--- src/hdl/pmpe_pkg.sv ---
// ----------------------------------------------------------------------------
// pmpe_pkg
// Types, character codes and defaults shared by the expression evaluator.
// ----------------------------------------------------------------------------
package pmpe_pkg;

   // Width of the running sum, the current number and the saved sums.
   localparam int SUM_WIDTH = 64;
   localparam int VALUE_WIDTH = 32;

   // Default number of stack levels.
   localparam int NEST_DEPTH_DEFAULT = 16;

   // ASCII codes the evaluator reacts to.
   localparam logic [7:0] CH_ZERO  = 8'h30;
   localparam logic [7:0] CH_NINE  = 8'h39;
   localparam logic [7:0] CH_PLUS  = 8'h2B;
   localparam logic [7:0] CH_MINUS = 8'h2D;
   localparam logic [7:0] CH_OPEN  = 8'h28;
   localparam logic [7:0] CH_CLOSE = 8'h29;

   // One input word: a character and the end-of-expression mark.
   typedef struct packed {
      logic [7:0] ch;
      logic       last;
   } req_word_type;

   // One result word.
   typedef struct packed {
      logic signed [VALUE_WIDTH-1:0] value;
      logic                          nest_overflow;
   } rsp_word_type;

   // One stack entry: the sign and sum of the enclosing level.
   typedef struct packed {
      logic                 sign;
      logic [SUM_WIDTH-1:0] sum;
   } stack_entry_type;

   // Sequencer states.
   typedef enum logic [1:0] {
      ST_RUN,
      ST_LOAD,
      ST_CLOSE
   } state_type;

endpackage

--- src/hdl/plus_minus_paren_expression_evaluator_top.sv ---
// ----------------------------------------------------------------------------
// plus_minus_paren_expression_evaluator_top
// Evaluates an ASCII expression of integers, '+', '-' and parentheses.
// ----------------------------------------------------------------------------
// Characters enter one per cycle on the req_ channel while req_stall is low;
// the word marked last ends the expression and causes one result word on
// the rsp_ channel. A ')' that closes an open level stalls the channel in
// ST_LOAD, because the enclosing sum and sign come back from the stack RAM
// in the cycle after the read is issued and the next character needs them.
// After the last word, each level still open is closed through the same
// read of the stack RAM, by way of ST_CLOSE and ST_LOAD, before the result
// is written and the next word is taken. The block waits in ST_CLOSE longer
// only while an earlier result is still held on rsp_. New characters are
// taken while a result waits. The stack needs no clearing after reset, so
// the block is ready at once.
module plus_minus_paren_expression_evaluator_top #(
   parameter int NEST_DEPTH = pmpe_pkg::NEST_DEPTH_DEFAULT
) (
   input  logic                   clock,
   input  logic                   reset,
   input  logic                   req_valid,
   output logic                   req_stall,
   input  pmpe_pkg::req_word_type req_word,
   output logic                   rsp_valid,
   input  logic                   rsp_stall,
   output pmpe_pkg::rsp_word_type rsp_word
);

   localparam int LEVEL_WIDTH = $clog2(NEST_DEPTH + 1);
   localparam int ADDR_WIDTH = (NEST_DEPTH > 1) ? $clog2(NEST_DEPTH) : 1;
   localparam int SW = pmpe_pkg::SUM_WIDTH;

   pmpe_pkg::state_type      state_ff, state_in;
   logic [LEVEL_WIDTH-1:0]   level_ff, level_in, level_dec;
   logic [SW-1:0]            running_sum_ff, running_sum_in;
   logic [SW-1:0]            current_ff, current_in;
   logic                     negative_ff, negative_in;
   logic                     finished_ff, finished_in;
   logic                     overflowed_ff, overflowed_in;
   logic                     ending_ff, ending_in;
   logic                     rsp_valid_ff, rsp_valid_in;
   pmpe_pkg::rsp_word_type   rsp_word_ff, rsp_word_in;

   logic [SW-1:0]            folded;
   logic [SW-1:0]            times_ten;
   logic [SW-1:0]            digit;
   logic                     ram_wr_en, ram_rd_en;
   pmpe_pkg::stack_entry_type ram_wr_entry, ram_rd_entry;
   logic [$bits(pmpe_pkg::stack_entry_type)-1:0] ram_rd_data;

   // Stack of enclosing sums and signs, one entry per open level.
   pmpe_ram #(
      .WIDTH      ($bits(pmpe_pkg::stack_entry_type)),
      .DEPTH      (NEST_DEPTH),
      .ADDR_WIDTH (ADDR_WIDTH)
   ) u_stack (
      .clock   (clock),
      .wr_en   (ram_wr_en),
      .wr_addr (level_ff[ADDR_WIDTH-1:0]),
      .wr_data (ram_wr_entry),
      .rd_en   (ram_rd_en),
      .rd_addr (level_dec[ADDR_WIDTH-1:0]),
      .rd_data (ram_rd_data)
   );

   assign ram_rd_entry = pmpe_pkg::stack_entry_type'(ram_rd_data);
   assign ram_wr_entry = '{sign: negative_ff, sum: running_sum_ff};
   assign level_dec = LEVEL_WIDTH'(level_ff - 1'b1);

   // Level value with the current number folded in, and the digit step.
   assign folded = negative_ff ? (running_sum_ff - current_ff)
                               : (running_sum_ff + current_ff);
   assign digit = SW'(req_word.ch - pmpe_pkg::CH_ZERO);
   assign times_ten = {current_ff[SW-4:0], 3'b000} + {current_ff[SW-2:0], 1'b0};

   // Next state, register updates and RAM control.
   always_comb begin
      state_in       = state_ff;
      level_in       = level_ff;
      running_sum_in = running_sum_ff;
      current_in     = current_ff;
      negative_in    = negative_ff;
      finished_in    = finished_ff;
      overflowed_in  = overflowed_ff;
      ending_in      = ending_ff;
      rsp_valid_in   = rsp_valid_ff & rsp_stall;
      rsp_word_in    = rsp_word_ff;
      ram_wr_en      = 1'b0;
      ram_rd_en      = 1'b0;
      req_stall      = 1'b1;

      case (state_ff)
         pmpe_pkg::ST_RUN: begin
            req_stall = 1'b0;
            if (req_valid) begin
               if (!finished_ff) begin
                  if (req_word.ch >= pmpe_pkg::CH_ZERO &&
                      req_word.ch <= pmpe_pkg::CH_NINE) begin
                     current_in = times_ten + digit;
                  end else if (req_word.ch == pmpe_pkg::CH_PLUS ||
                               req_word.ch == pmpe_pkg::CH_MINUS) begin
                     running_sum_in = folded;
                     current_in     = '0;
                     negative_in    = (req_word.ch == pmpe_pkg::CH_MINUS);
                  end else if (req_word.ch == pmpe_pkg::CH_OPEN) begin
                     if (level_ff < LEVEL_WIDTH'(NEST_DEPTH)) begin
                        ram_wr_en      = 1'b1;
                        level_in       = LEVEL_WIDTH'(level_ff + 1'b1);
                        running_sum_in = '0;
                        current_in     = '0;
                        negative_in    = 1'b0;
                     end else begin
                        overflowed_in = 1'b1;
                     end
                  end else if (req_word.ch == pmpe_pkg::CH_CLOSE) begin
                     if (level_ff != '0) begin
                        // Pop: the enclosing sum and sign arrive next cycle.
                        ram_rd_en  = 1'b1;
                        current_in = folded;
                        level_in   = level_dec;
                        ending_in  = req_word.last;
                        state_in   = pmpe_pkg::ST_LOAD;
                     end else begin
                        // Unmatched close: keep the value, ignore the rest.
                        running_sum_in = folded;
                        current_in     = '0;
                        negative_in    = 1'b0;
                        finished_in    = 1'b1;
                     end
                  end
               end
               if (req_word.last && state_in == pmpe_pkg::ST_RUN) begin
                  state_in = pmpe_pkg::ST_CLOSE;
               end
            end
         end

         pmpe_pkg::ST_LOAD: begin
            running_sum_in = ram_rd_entry.sum;
            negative_in    = ram_rd_entry.sign;
            state_in       = ending_ff ? pmpe_pkg::ST_CLOSE : pmpe_pkg::ST_RUN;
         end

         pmpe_pkg::ST_CLOSE: begin
            if (level_ff != '0) begin
               // Implicit close of a level left open at the end.
               ram_rd_en  = 1'b1;
               current_in = folded;
               level_in   = level_dec;
               ending_in  = 1'b1;
               state_in   = pmpe_pkg::ST_LOAD;
            end else if (!rsp_valid_ff || !rsp_stall) begin
               rsp_valid_in              = 1'b1;
               rsp_word_in.value         = folded[pmpe_pkg::VALUE_WIDTH-1:0];
               rsp_word_in.nest_overflow = overflowed_ff;
               running_sum_in            = '0;
               current_in                = '0;
               negative_in               = 1'b0;
               finished_in               = 1'b0;
               overflowed_in             = 1'b0;
               ending_in                 = 1'b0;
               state_in                  = pmpe_pkg::ST_RUN;
            end
         end

         default: begin
            state_in = pmpe_pkg::ST_RUN;
         end
      endcase
   end

   // State register.
   always_ff @(posedge clock) begin
      if (reset) begin
         state_ff <= pmpe_pkg::ST_RUN;
      end else begin
         state_ff <= state_in;
      end
   end

   // Level state and output register.
   always_ff @(posedge clock) begin
      if (reset) begin
         level_ff       <= '0;
         running_sum_ff <= '0;
         current_ff     <= '0;
         negative_ff    <= 1'b0;
         finished_ff    <= 1'b0;
         overflowed_ff  <= 1'b0;
         ending_ff      <= 1'b0;
         rsp_valid_ff   <= 1'b0;
      end else begin
         level_ff       <= level_in;
         running_sum_ff <= running_sum_in;
         current_ff     <= current_in;
         negative_ff    <= negative_in;
         finished_ff    <= finished_in;
         overflowed_ff  <= overflowed_in;
         ending_ff      <= ending_in;
         rsp_valid_ff   <= rsp_valid_in;
      end
   end

   always_ff @(posedge clock) begin
      rsp_word_ff <= rsp_word_in;
   end

   assign rsp_valid = rsp_valid_ff;
   assign rsp_word  = rsp_word_ff;

endmodule

--- src/hdl/pmpe_ram.sv ---
// ----------------------------------------------------------------------------
// pmpe_ram
// Generic single-port-write, single-port-read RAM with a registered read.
// ----------------------------------------------------------------------------
module pmpe_ram #(
   parameter int WIDTH      = 8,
   parameter int DEPTH      = 16,
   parameter int ADDR_WIDTH = (DEPTH > 1) ? $clog2(DEPTH) : 1
) (
   input  logic                  clock,
   input  logic                  wr_en,
   input  logic [ADDR_WIDTH-1:0] wr_addr,
   input  logic [WIDTH-1:0]      wr_data,
   input  logic                  rd_en,
   input  logic [ADDR_WIDTH-1:0] rd_addr,
   output logic [WIDTH-1:0]      rd_data
);

   logic [WIDTH-1:0] mem_ff [DEPTH];
   logic [WIDTH-1:0] rd_data_ff;

   // Write port and registered read port.
   always_ff @(posedge clock) begin
      if (wr_en) begin
         mem_ff[wr_addr] <= wr_data;
      end
      if (rd_en) begin
         rd_data_ff <= mem_ff[rd_addr];
      end
   end

   assign rd_data = rd_data_ff;

endmodule

--- config.mk ---
export PLATFORM = sky130hd
export DESIGN_NAME = plus_minus_paren_expression_evaluator_top
export DESIGN_NICKNAME = d
export VERILOG_FILES = /design/src/hdl/pmpe_pkg.sv /design/src/hdl/plus_minus_paren_expression_evaluator_top.sv /design/src/hdl/pmpe_ram.sv
export SDC_FILE = /design/constraint.sdc
export NUM_CORES = 1
export LEC_CHECK = 0
export ABC_AREA = 1
export ABC_CLOCK_PERIOD_IN_PS = 6000
export BUFFER_PORTS_ARGS = -buffer_cell sky130_fd_sc_hd__buf_2
export CAP_MARGIN = 0
export CORE_MARGIN = 5
export CORE_UTILIZATION = 55
export CTS_BUF_LIST = sky130_fd_sc_hd__clkbuf_4 sky130_fd_sc_hd__clkbuf_8
export DETAILED_ROUTE_END_ITERATION = 12
export PLACE_DENSITY_LB_ADDON = 0.15
export SETUP_SLACK_MARGIN = 0.5
export SLEW_MARGIN = 40
export SYNTH_ARGS = -nofsm -noshare
export SYNTH_HDL_FRONTEND = slang
export SYNTH_SLANG_ARGS = --single-unit
--- constraint.sdc ---
create_clock -name clock -period 6 [get_ports clock]
set_input_delay 0.9 -clock clock [delete_from_list [all_inputs] [get_ports clock]]
set_output_delay 0.9 -clock clock [all_outputs]
set_load 0.005 [all_outputs]
==> results of run 1 <==
Yosys cell counts, types with 5 or more instances:
library cell	count
mux2i_1	80
xnor2_1	18
ha_1	74
o21bai_1	10
o221ai_1	48
and2_1	10
buf_2	15
nor2_1	462
fa_1	30
dfxtp_1	76
xor2_1	52
clkbuf_1	104
inv_2	12
nor3_1	41
edfxtp_1	594
o22ai_1	52
a21o_1	5
nor4_1	7
a22o_1	7
or2_2	6
nand3_1	103
o32ai_1	32
inv_1	196
o21ai_1	30
nand2_1	405
a31oi_1	8
nand4_1	15
buf_1	9
a21oi_1	144
nand3b_1	11
o21ai_0	292
area by class of cell:
type / instances / area [um2]
Timing Repair Buffer: 94 / 757.0
Clock buffer: 152 / 1810
Multi-Input combinational cell: 1971 / 11240
Clock inverter: 42 / 344.1
Fill cell: 4650 / 22200
Sequential cell: 670 / 19370
Tap cell: 765 / 957.2
Inverter: 210 / 802.0
stage by stage:
stage / utilization / setup WS, ns / hold WS [ns] / cell area, um2 / total power, W
2_1_floorplan: - / 1.238 / 0.4082 / 31770 / 0.008958
3_3_place_gp: 0.5728 / 1.713 / 0.4581 / 32920 / 0.01070
3_5_place_dp: 0.5759 / 1.710 / 0.4487 / 33100 / 0.01071
4_1_cts: 0.6134 / 2.009 / 0.4625 / 35250 / 0.01468
5_1_grt: 0.6138 / 1.558 / 0.4999 / 35280 / 0.01546
6_report: 0.6138 / 1.940 / 0.4496 / 35280 / 0.01468
where the power goes:
group          internal (W)  switching (W)  leakage [nW]
Combinational       0.00145        0.00335          5.85
Clock               0.00213        0.00181          1.15
Sequential          0.00555       0.000388          5.93
how the worst max path moves through the flow:
stage	start	end	slack [ns]	cells after the start
after detailed placement	req_word[5]	current_ff[30]	1.71	17
after global routing	current_ff[0]	running_sum_ff[30]	1.56	22
after CTS	current_ff[0]	current_ff[25]	2.01	20
after global placement	req_word[5]	current_ff[30]	1.71	17
final	current_ff[0]	current_ff[25]	1.94	20
after floorplan	level_ff[0]	u_stack.rd_data[0]	1.24	10
metal layers:
metal | vias to the layer above | routed length [um]
met4 | 0 | 2342
met3 | 150 | 6782
met5 | - | 0
met1 | 11380 | 37540
met2 | 1006 | 41690
li1 | 10768 | -
registers in the layout, indices dropped and copies added (netlist names):
register,count
current_ff,32
ending_ff,1
finished_ff,1
level_ff,5
negative_ff,1
overflowed_ff,1
rsp_valid,1
rsp_word,33
running_sum_ff,32
state_ff,2
u_stack.mem_ff,528
u_stack.rd_data,33
placed cells by master (no fill, tap or decap), types with 15 or more instances in the layout:
cell type / count
a21oi_1: 144
buf_2: 47
buf_4: 34
clkbuf_4: 45
clkbuf_8: 107
clkinv_1: 21
dfxtp_1: 71
edfxtp_1: 594
fa_1: 30
ha_1: 73
inv_1: 194
mux2i_1: 80
nand2_1: 405
nand3_1: 103
nand4_1: 15
nor2_1: 444
nor2_4: 17
nor3_1: 41
o21ai_0: 292
o21ai_1: 30
o221ai_1: 48
o22ai_1: 52
o32ai_1: 32
xnor2_1: 17
xor2_1: 51
logic make-up after synthesis:
logic type,share of synthesized area
AOI/OAI and AO/OA,0.1170
xor gates and xnor gates,0.01930
adders and majority gates,0.04804
buffers and inverters,0.04261
DFF,0.6093
muxes,0.02520
and+or+nand+nor,0.1385
==> flow_summary.json, run 1 <==
{
  "status": "finished, final reports clean",
  "synth_async_sr_flop_share": 0,
  "finalSetupViolCount": 0,
  "slowest_stage": "ha_1",
  "first_global_vias": 22585,
  "cp_slowest_stage_delay_ns": 0.41,
  "cp-end-kind": "register",
  "required_ns": 6.60,
  "min_from": "overflowed_ff",
  "overflow": 0,
  "num_rows": 88,
  "rr_worst_depth": 20,
  "grtUsageMet3": 0.05088,
  "synth_area_um2": 31770,
  "cts_tree": "built",
  "post_synth_num_cell_types": 54,
  "ys_top_cells_by_area": "edfxtp_1 56%, nor2_1 5.5%, dfxtp_1 4.8%, nand2_1 4.8%, o21ai_0 4.6%",
  "hold_end": "rsp_word[0]",
  "synth_edf_count": 594,
  "hold_depth": 0,
  "cellPowerDensity_nw_per_um2": 416.1,
  "netlist_instances": 2985,
  "postCtsSetupBuffers": 0,
  "port_buffers": 47,
  "hold_class": "reg2reg",
  "dr.pass1.iters": 7,
  "die_w_um": 250.3,
  "yosysTopAreaCell": "edfxtp_1",
  "io_pins": 48,
  "synthFlopType": "edfxtp_1",
  "worst_slew_pin_slew_ns": 0.8544,
  "area_delta_synth_final_pct": 11.04,
  "crit_buf_inv": 1,
  "p_leak_nw": 12.93,
  "grt_max_degree": 145,
  "finalHoldViolCount": 0,
  "synth_nets": 3102,
  "post-route-min-period_ns": 4.060,
  "cp.arrival_ns": 4.66,
  "critical_path.startpoint_type": "register",
  "path_class": "reg2reg",
  "grt_first_pass_wirelength_um": 134800,
  "cap_violations": 0,
  "via_count": 23304,
  "clk_path_buf_depth": 3,
  "r2r_start": "current_ff[0]",
  "wl_per_cell_um": 22.63,
  "grtUsageMet2": 0.4445,
  "stdcell_count": 3904,
  "layout.nets": 3169,
  "period_share": 0.6767,
  "antenna_found_initial": 2,
  "core_area_um2": 57480,
  "cpLargestDelayFamily": "simple AND/OR/NAND/NOR gates",
  "synth-seq-area-share": 0.6093,
  "met1_usage": 0.3887,
  "cts_inserted_buffers": 105,
  "wirelength_um": 88360,
  "cp_cell_sequence": "inv_1 -> ha_1 -> nand3_1 -> nor3_1 -> nand4_1 -> nor2_1 -> nand4_1 -> o21ai_1 -> xor2_1 -> ha_1 -> nand2_1 -> nor2_1 -> nand4_1 -> or2_2 -> nand2_1 -> nand2_1 -> nand2_1 -> nor2_1 -> nor2_1 -> nor2_1",
  "drv_slew": 0,
  "cts_hold_buf": 0,
  "max_freq_mhz": 246.3,
  "clk_latency_ns": 0.73,
  "drc": 0,
  "antenna_cells": 0,
  "place_hpwl_um": 58600,
  "via_per_inst": 5.969,
  "drive_above_1_share": 0.1042,
  "cts_sinks": 670,
  "cts_max_level": 3,
  "drtIter0Drc": 2098,
  "synth_top_area_frac": 0.5614,
  "grt-busiest-layer": "met2",
  "place_inst": 3709,
  "dieArea_um2": 62670,
  "post_cts_resized": 0,
  "peakVddDrop_mv": 0.2974,
  "cts-root-buf": "clkbuf_8",
  "grt_usage": 0.2767,
  "slew_headroom": 0.4269,
  "gp_congestion": 0.9946,
  "avgSynthCellArea_um2": 10.64,
  "die_height_um": 250.3,
  "final_antenna_net_count": 0,
  "synth_warnings": 0,
  "r2r_end": "current_ff[25]",
  "r2r_slack_ns": 1.94,
  "cts.clk_slew.worst_paths_ns": 0.06,
  "grt_setup_unrepaired": "false",
  "setup_tns_ns": 0,
  "start_util": 0.5528,
  "cp_common_cell": "nor2_1",
  "ys_seq_elements": 670,
  "finClkSkew_ns": 0.03682,
  "cp_max_fo": 5
}
(Power assumes the default switching activity.)
==> inputs of run 2 (changes only) <==
--- a/config.mk
+++ b/config.mk
@@ -5,8 +5,8 @@
 export SDC_FILE = /design/constraint.sdc
 export NUM_CORES = 1
 export LEC_CHECK = 0
-export ABC_AREA = 1
-export ABC_CLOCK_PERIOD_IN_PS = 6000
+export ABC_AREA = 0
+export ABC_CLOCK_PERIOD_IN_PS = 4200
 export BUFFER_PORTS_ARGS = -buffer_cell sky130_fd_sc_hd__buf_2
 export CAP_MARGIN = 0
 export CORE_MARGIN = 5
==> constraint.sdc (replaced) <==
create_clock -name clock -period 4.2 [get_ports clock]
set_input_delay 0.63 -clock clock [delete_from_list [all_inputs] [get_ports clock]]
set_output_delay 0.63 -clock clock [all_outputs]
set_load 0.005 [all_outputs]
==> run 2 against run 1 <==
Compared with the run above:
- register-to-register slack worse by 1.8 ns
- cell count is 25% lower
- fmax is 0.99% lower
- critical path type unchanged
- critical endpoint is now rsp_word[32]
==> flow_summary.json, run 2 <==
{
  "cp_cell_sequence": "or4_4 -> nor4b_4 -> and3b_2 -> nor2_2 -> xnor2_1 -> ha_1 -> nand4_1 -> buf_4 -> nor3_4 -> and4b_2 -> o21ai_2 -> a41oi_2 -> buf_4 -> buf_6 -> nor3b_4 -> or2_2",
  "io_pins": 48,
  "synth_async_sr_flop_share": 0,
  "clk_latency_ns": 0.71,
  "post-route-min-period_ns": 4.101,
  "num_rows": 85,
  "synth_nets": 1995,
  "required_ns": 4.66,
  "grt_first_pass_wirelength_um": 112600,
  "path_class": "reg2reg",
  "rr_worst_depth": 16,
  "hold_class": "in2reg",
  "cts-root-buf": "clkbuf_8",
  "grt_max_degree": 74,
  "slowest_stage": "or4_4",
  "synth_edf_count": 594,
  "crit_buf_inv": 3,
  "cts_max_level": 3,
  "cts_sinks": 670,
  "layout_setup_ws_ns": 0.09892,
  "synth_most_common_cell": "edfxtp_1",
  "status": "finished, final reports clean",
  "via_count": 18348,
  "r2r_end": "rsp_word[32]",
  "place_ws_ns": -0.04296,
  "wl_per_cell_um": 25.50,
  "worst_slew_pin_slew_ns": 0.7873,
  "r2r_slack_ns": 0.1,
  "cp_max_fo": 4,
  "place_hpwl_um": 45750,
  "hold_depth": 3,
  "ys_top_cells_by_area": "edfxtp_1 59%, mux4_2 12%, dfxtp_1 5.1%, ha_1 3.1%, fa_1 2.0%",
  "finClkSkew_ns": 0.03900,
  "grt_setup_unrepaired": "true",
  "r2r_start": "current_ff[9]",
  "synth_area_um2": 30040,
  "first_global_vias": 18754,
  "min_from": "req_valid",
  "overflow": 0,
  "drv_slew": 0,
  "finalSetupViolCount": 0,
  "cts.clk_slew.worst_paths_ns": 0.07,
  "ys_seq_elements": 670,
  "slew_headroom": 0.4744,
  "area_delta_synth_final_pct": 19.11,
  "drtIter0Drc": 1579,
  "clk_path_buf_depth": 3,
  "max_freq_mhz": 243.8,
  "grt_usage": 0.2489,
  "cts_inserted_buffers": 106,
  "dieArea_um2": 59390,
  "cp_slowest_stage_delay_ns": 0.56,
  "yosys-top-cells-count": "594 x edfxtp_1, 165 x mux4_2, 153 x nor2_1, 86 x a21oi_1, 76 x dfxtp_1",
  "critical_path.startpoint_type": "register",
  "drive_above_1_share": 0.3260,
  "wirelength_um": 74550,
  "cp-end-kind": "register",
  "synth_warnings": 0,
  "cts_tree": "built",
  "fin_hold_ws_ns": 0.3190,
  "gp_congestion": 0.8828,
  "layout_common_cells": "594 x edfxtp_1, 165 x mux4_2, 152 x buf_4, 125 x nor2_1, 112 x clkbuf_8",
  "cts_hold_buf": 0,
  "period_share": 0.9764,
  "final_common_cell": "edfxtp_1",
  "synth_top_area_frac": 0.5938,
  "dr.pass1.iters": 5,
  "synth-seq-area-share": 0.6445,
  "port_buffers": 47,
  "die_w_um": 243.7,
  "core_area_um2": 53920,
  "hold_end": "finished_ff",
  "antenna_found_initial": 1,
  "cellPowerDensity_nw_per_um2": 530.6,
  "peakVddDrop_mv": 0.2692,
  "layout.nets": 2258,
  "yosysTopAreaCell": "edfxtp_1",
  "cp.arrival_ns": 4.56,
  "avgSynthCellArea_um2": 16.00,
  "cpLargestDelayFamily": "simple AND/OR/NAND/NOR gates",
  "die_height_um": 243.7,
  "regMostFlops": "u_stack.mem_ff",
  "p_leak_nw": 12.21,
  "post_synth_num_cell_types": 74,
  "netlist_instances": 1878,
  "via_per_inst": 6.275,
  "finalHoldViolCount": 0,
  "final_antenna_net_count": 0,
  "cp_common_cell": "buf_4",
  "cap_violations": 0,
  "drc": 0,
  "synthFlopType": "edfxtp_1",
  "largest_reg_flops": 528,
  "start_util": 0.5571
}
-- run 2: changes by cell type after synthesis, sizes merged, moves of 44 or more --
cell,previous run,this run
mux4,0,165
nor2,466,153
mux2i,80,4
o221ai,48,1
xnor2,18,62
a211oi,1,67
inv,208,36
a21oi,144,86
o22ai,52,2
o21ai,322,46
nand2,407,64
nand3,105,22
-- run 2: worst max-delay path by stage --
stage	start	end	slack, ns	depth (start not counted)
6_report	current_ff[9]	rsp_word[32]	0.1	16
3_5_place_dp	req_word[5]	current_ff[28]	-0.04	15
4_1_cts	current_ff[9]	rsp_word[32]	0.15	15
2_1_floorplan	req_word[5]	current_ff[28]	-0.26	13
5_1_grt	current_ff[2]	running_sum_ff[31]	-0.04	22
3_3_place_gp	req_word[5]	current_ff[28]	0.007	15
-- run 2: metrics by stage --
| stage | utilization | power, W | instances | TNS, ns | instance area (um2) |
|---|---|---|---|---|---|
| 2_1_floorplan | - | 0.01091 | 1878 | -0.4847 | 30250 |
| 3_3_place_gp | 0.6082 | 0.01255 | 2696 | 0 | 32790 |
| 3_5_place_dp | 0.6082 | 0.01265 | 2696 | -0.04296 | 32790 |
| 4_1_cts | 0.6540 | 0.01850 | 2903 | 0 | 35260 |
| 5_1_grt | 0.6636 | 0.01986 | 2924 | -0.06092 | 35780 |
| 6_report | 0.6636 | 0.01898 | 2924 | 0 | 35780 |
-- run 2: tightest hold or removal path, stage by stage --
cell and delay (ns):
buf_2 0.10, nand2b_1 0.14, a211oi_1 0.08
-- run 2: where the power goes --
group / total [W] / internal, W / leakage, nW / switching [W]
registers: 0.00797 / 0.00775 / 6.13 / 0.000225
clock network: 0.00557 / 0.00304 / 1.13 / 0.00253
logic: 0.00544 / 0.00252 / 4.95 / 0.00292
-- run 2: routing by layer --
metal  wire (um)  global-route usage  vias up  share of wire
li1            -                   -     8074              -
met1       30970              0.3458     9452           0.42
met2       36740              0.4059      690           0.49
met3        4941             0.04198      132          0.066
met4        1897             0.08646        0          0.025
met5           0                   0        -              0
-- run 2: logic make-up after synthesis --
group                    synth area share
flip-flops                         0.6445
AO/OA/AOI/OAI                     0.08160
AND/OR/NAND/NOR                   0.05844
multiplexers                       0.1254
buffers and inverters             0.01595
adder cells (fa/ha/maj)           0.05082
XOR/XNOR                          0.02333
-- run 2: what timing repair did --
item                       CTS  global route
pin swaps                   42            50
resized for setup           51            76
setup buffers               13            20
setup endpoints to repair   42            54
-- run 2: layout make-up --
type | count | area, um2
well taps | 696 | 870.8
diodes | 1 | 2.502
clock inverters | 52 | 380.4
flip-flops and latches | 670 | 19360
repair buffers | 242 | 2167
fillers | 3616 | 18140
inverters | 36 | 135.1
multi-input cells | 1085 | 11090
clock buffers | 142 | 1767
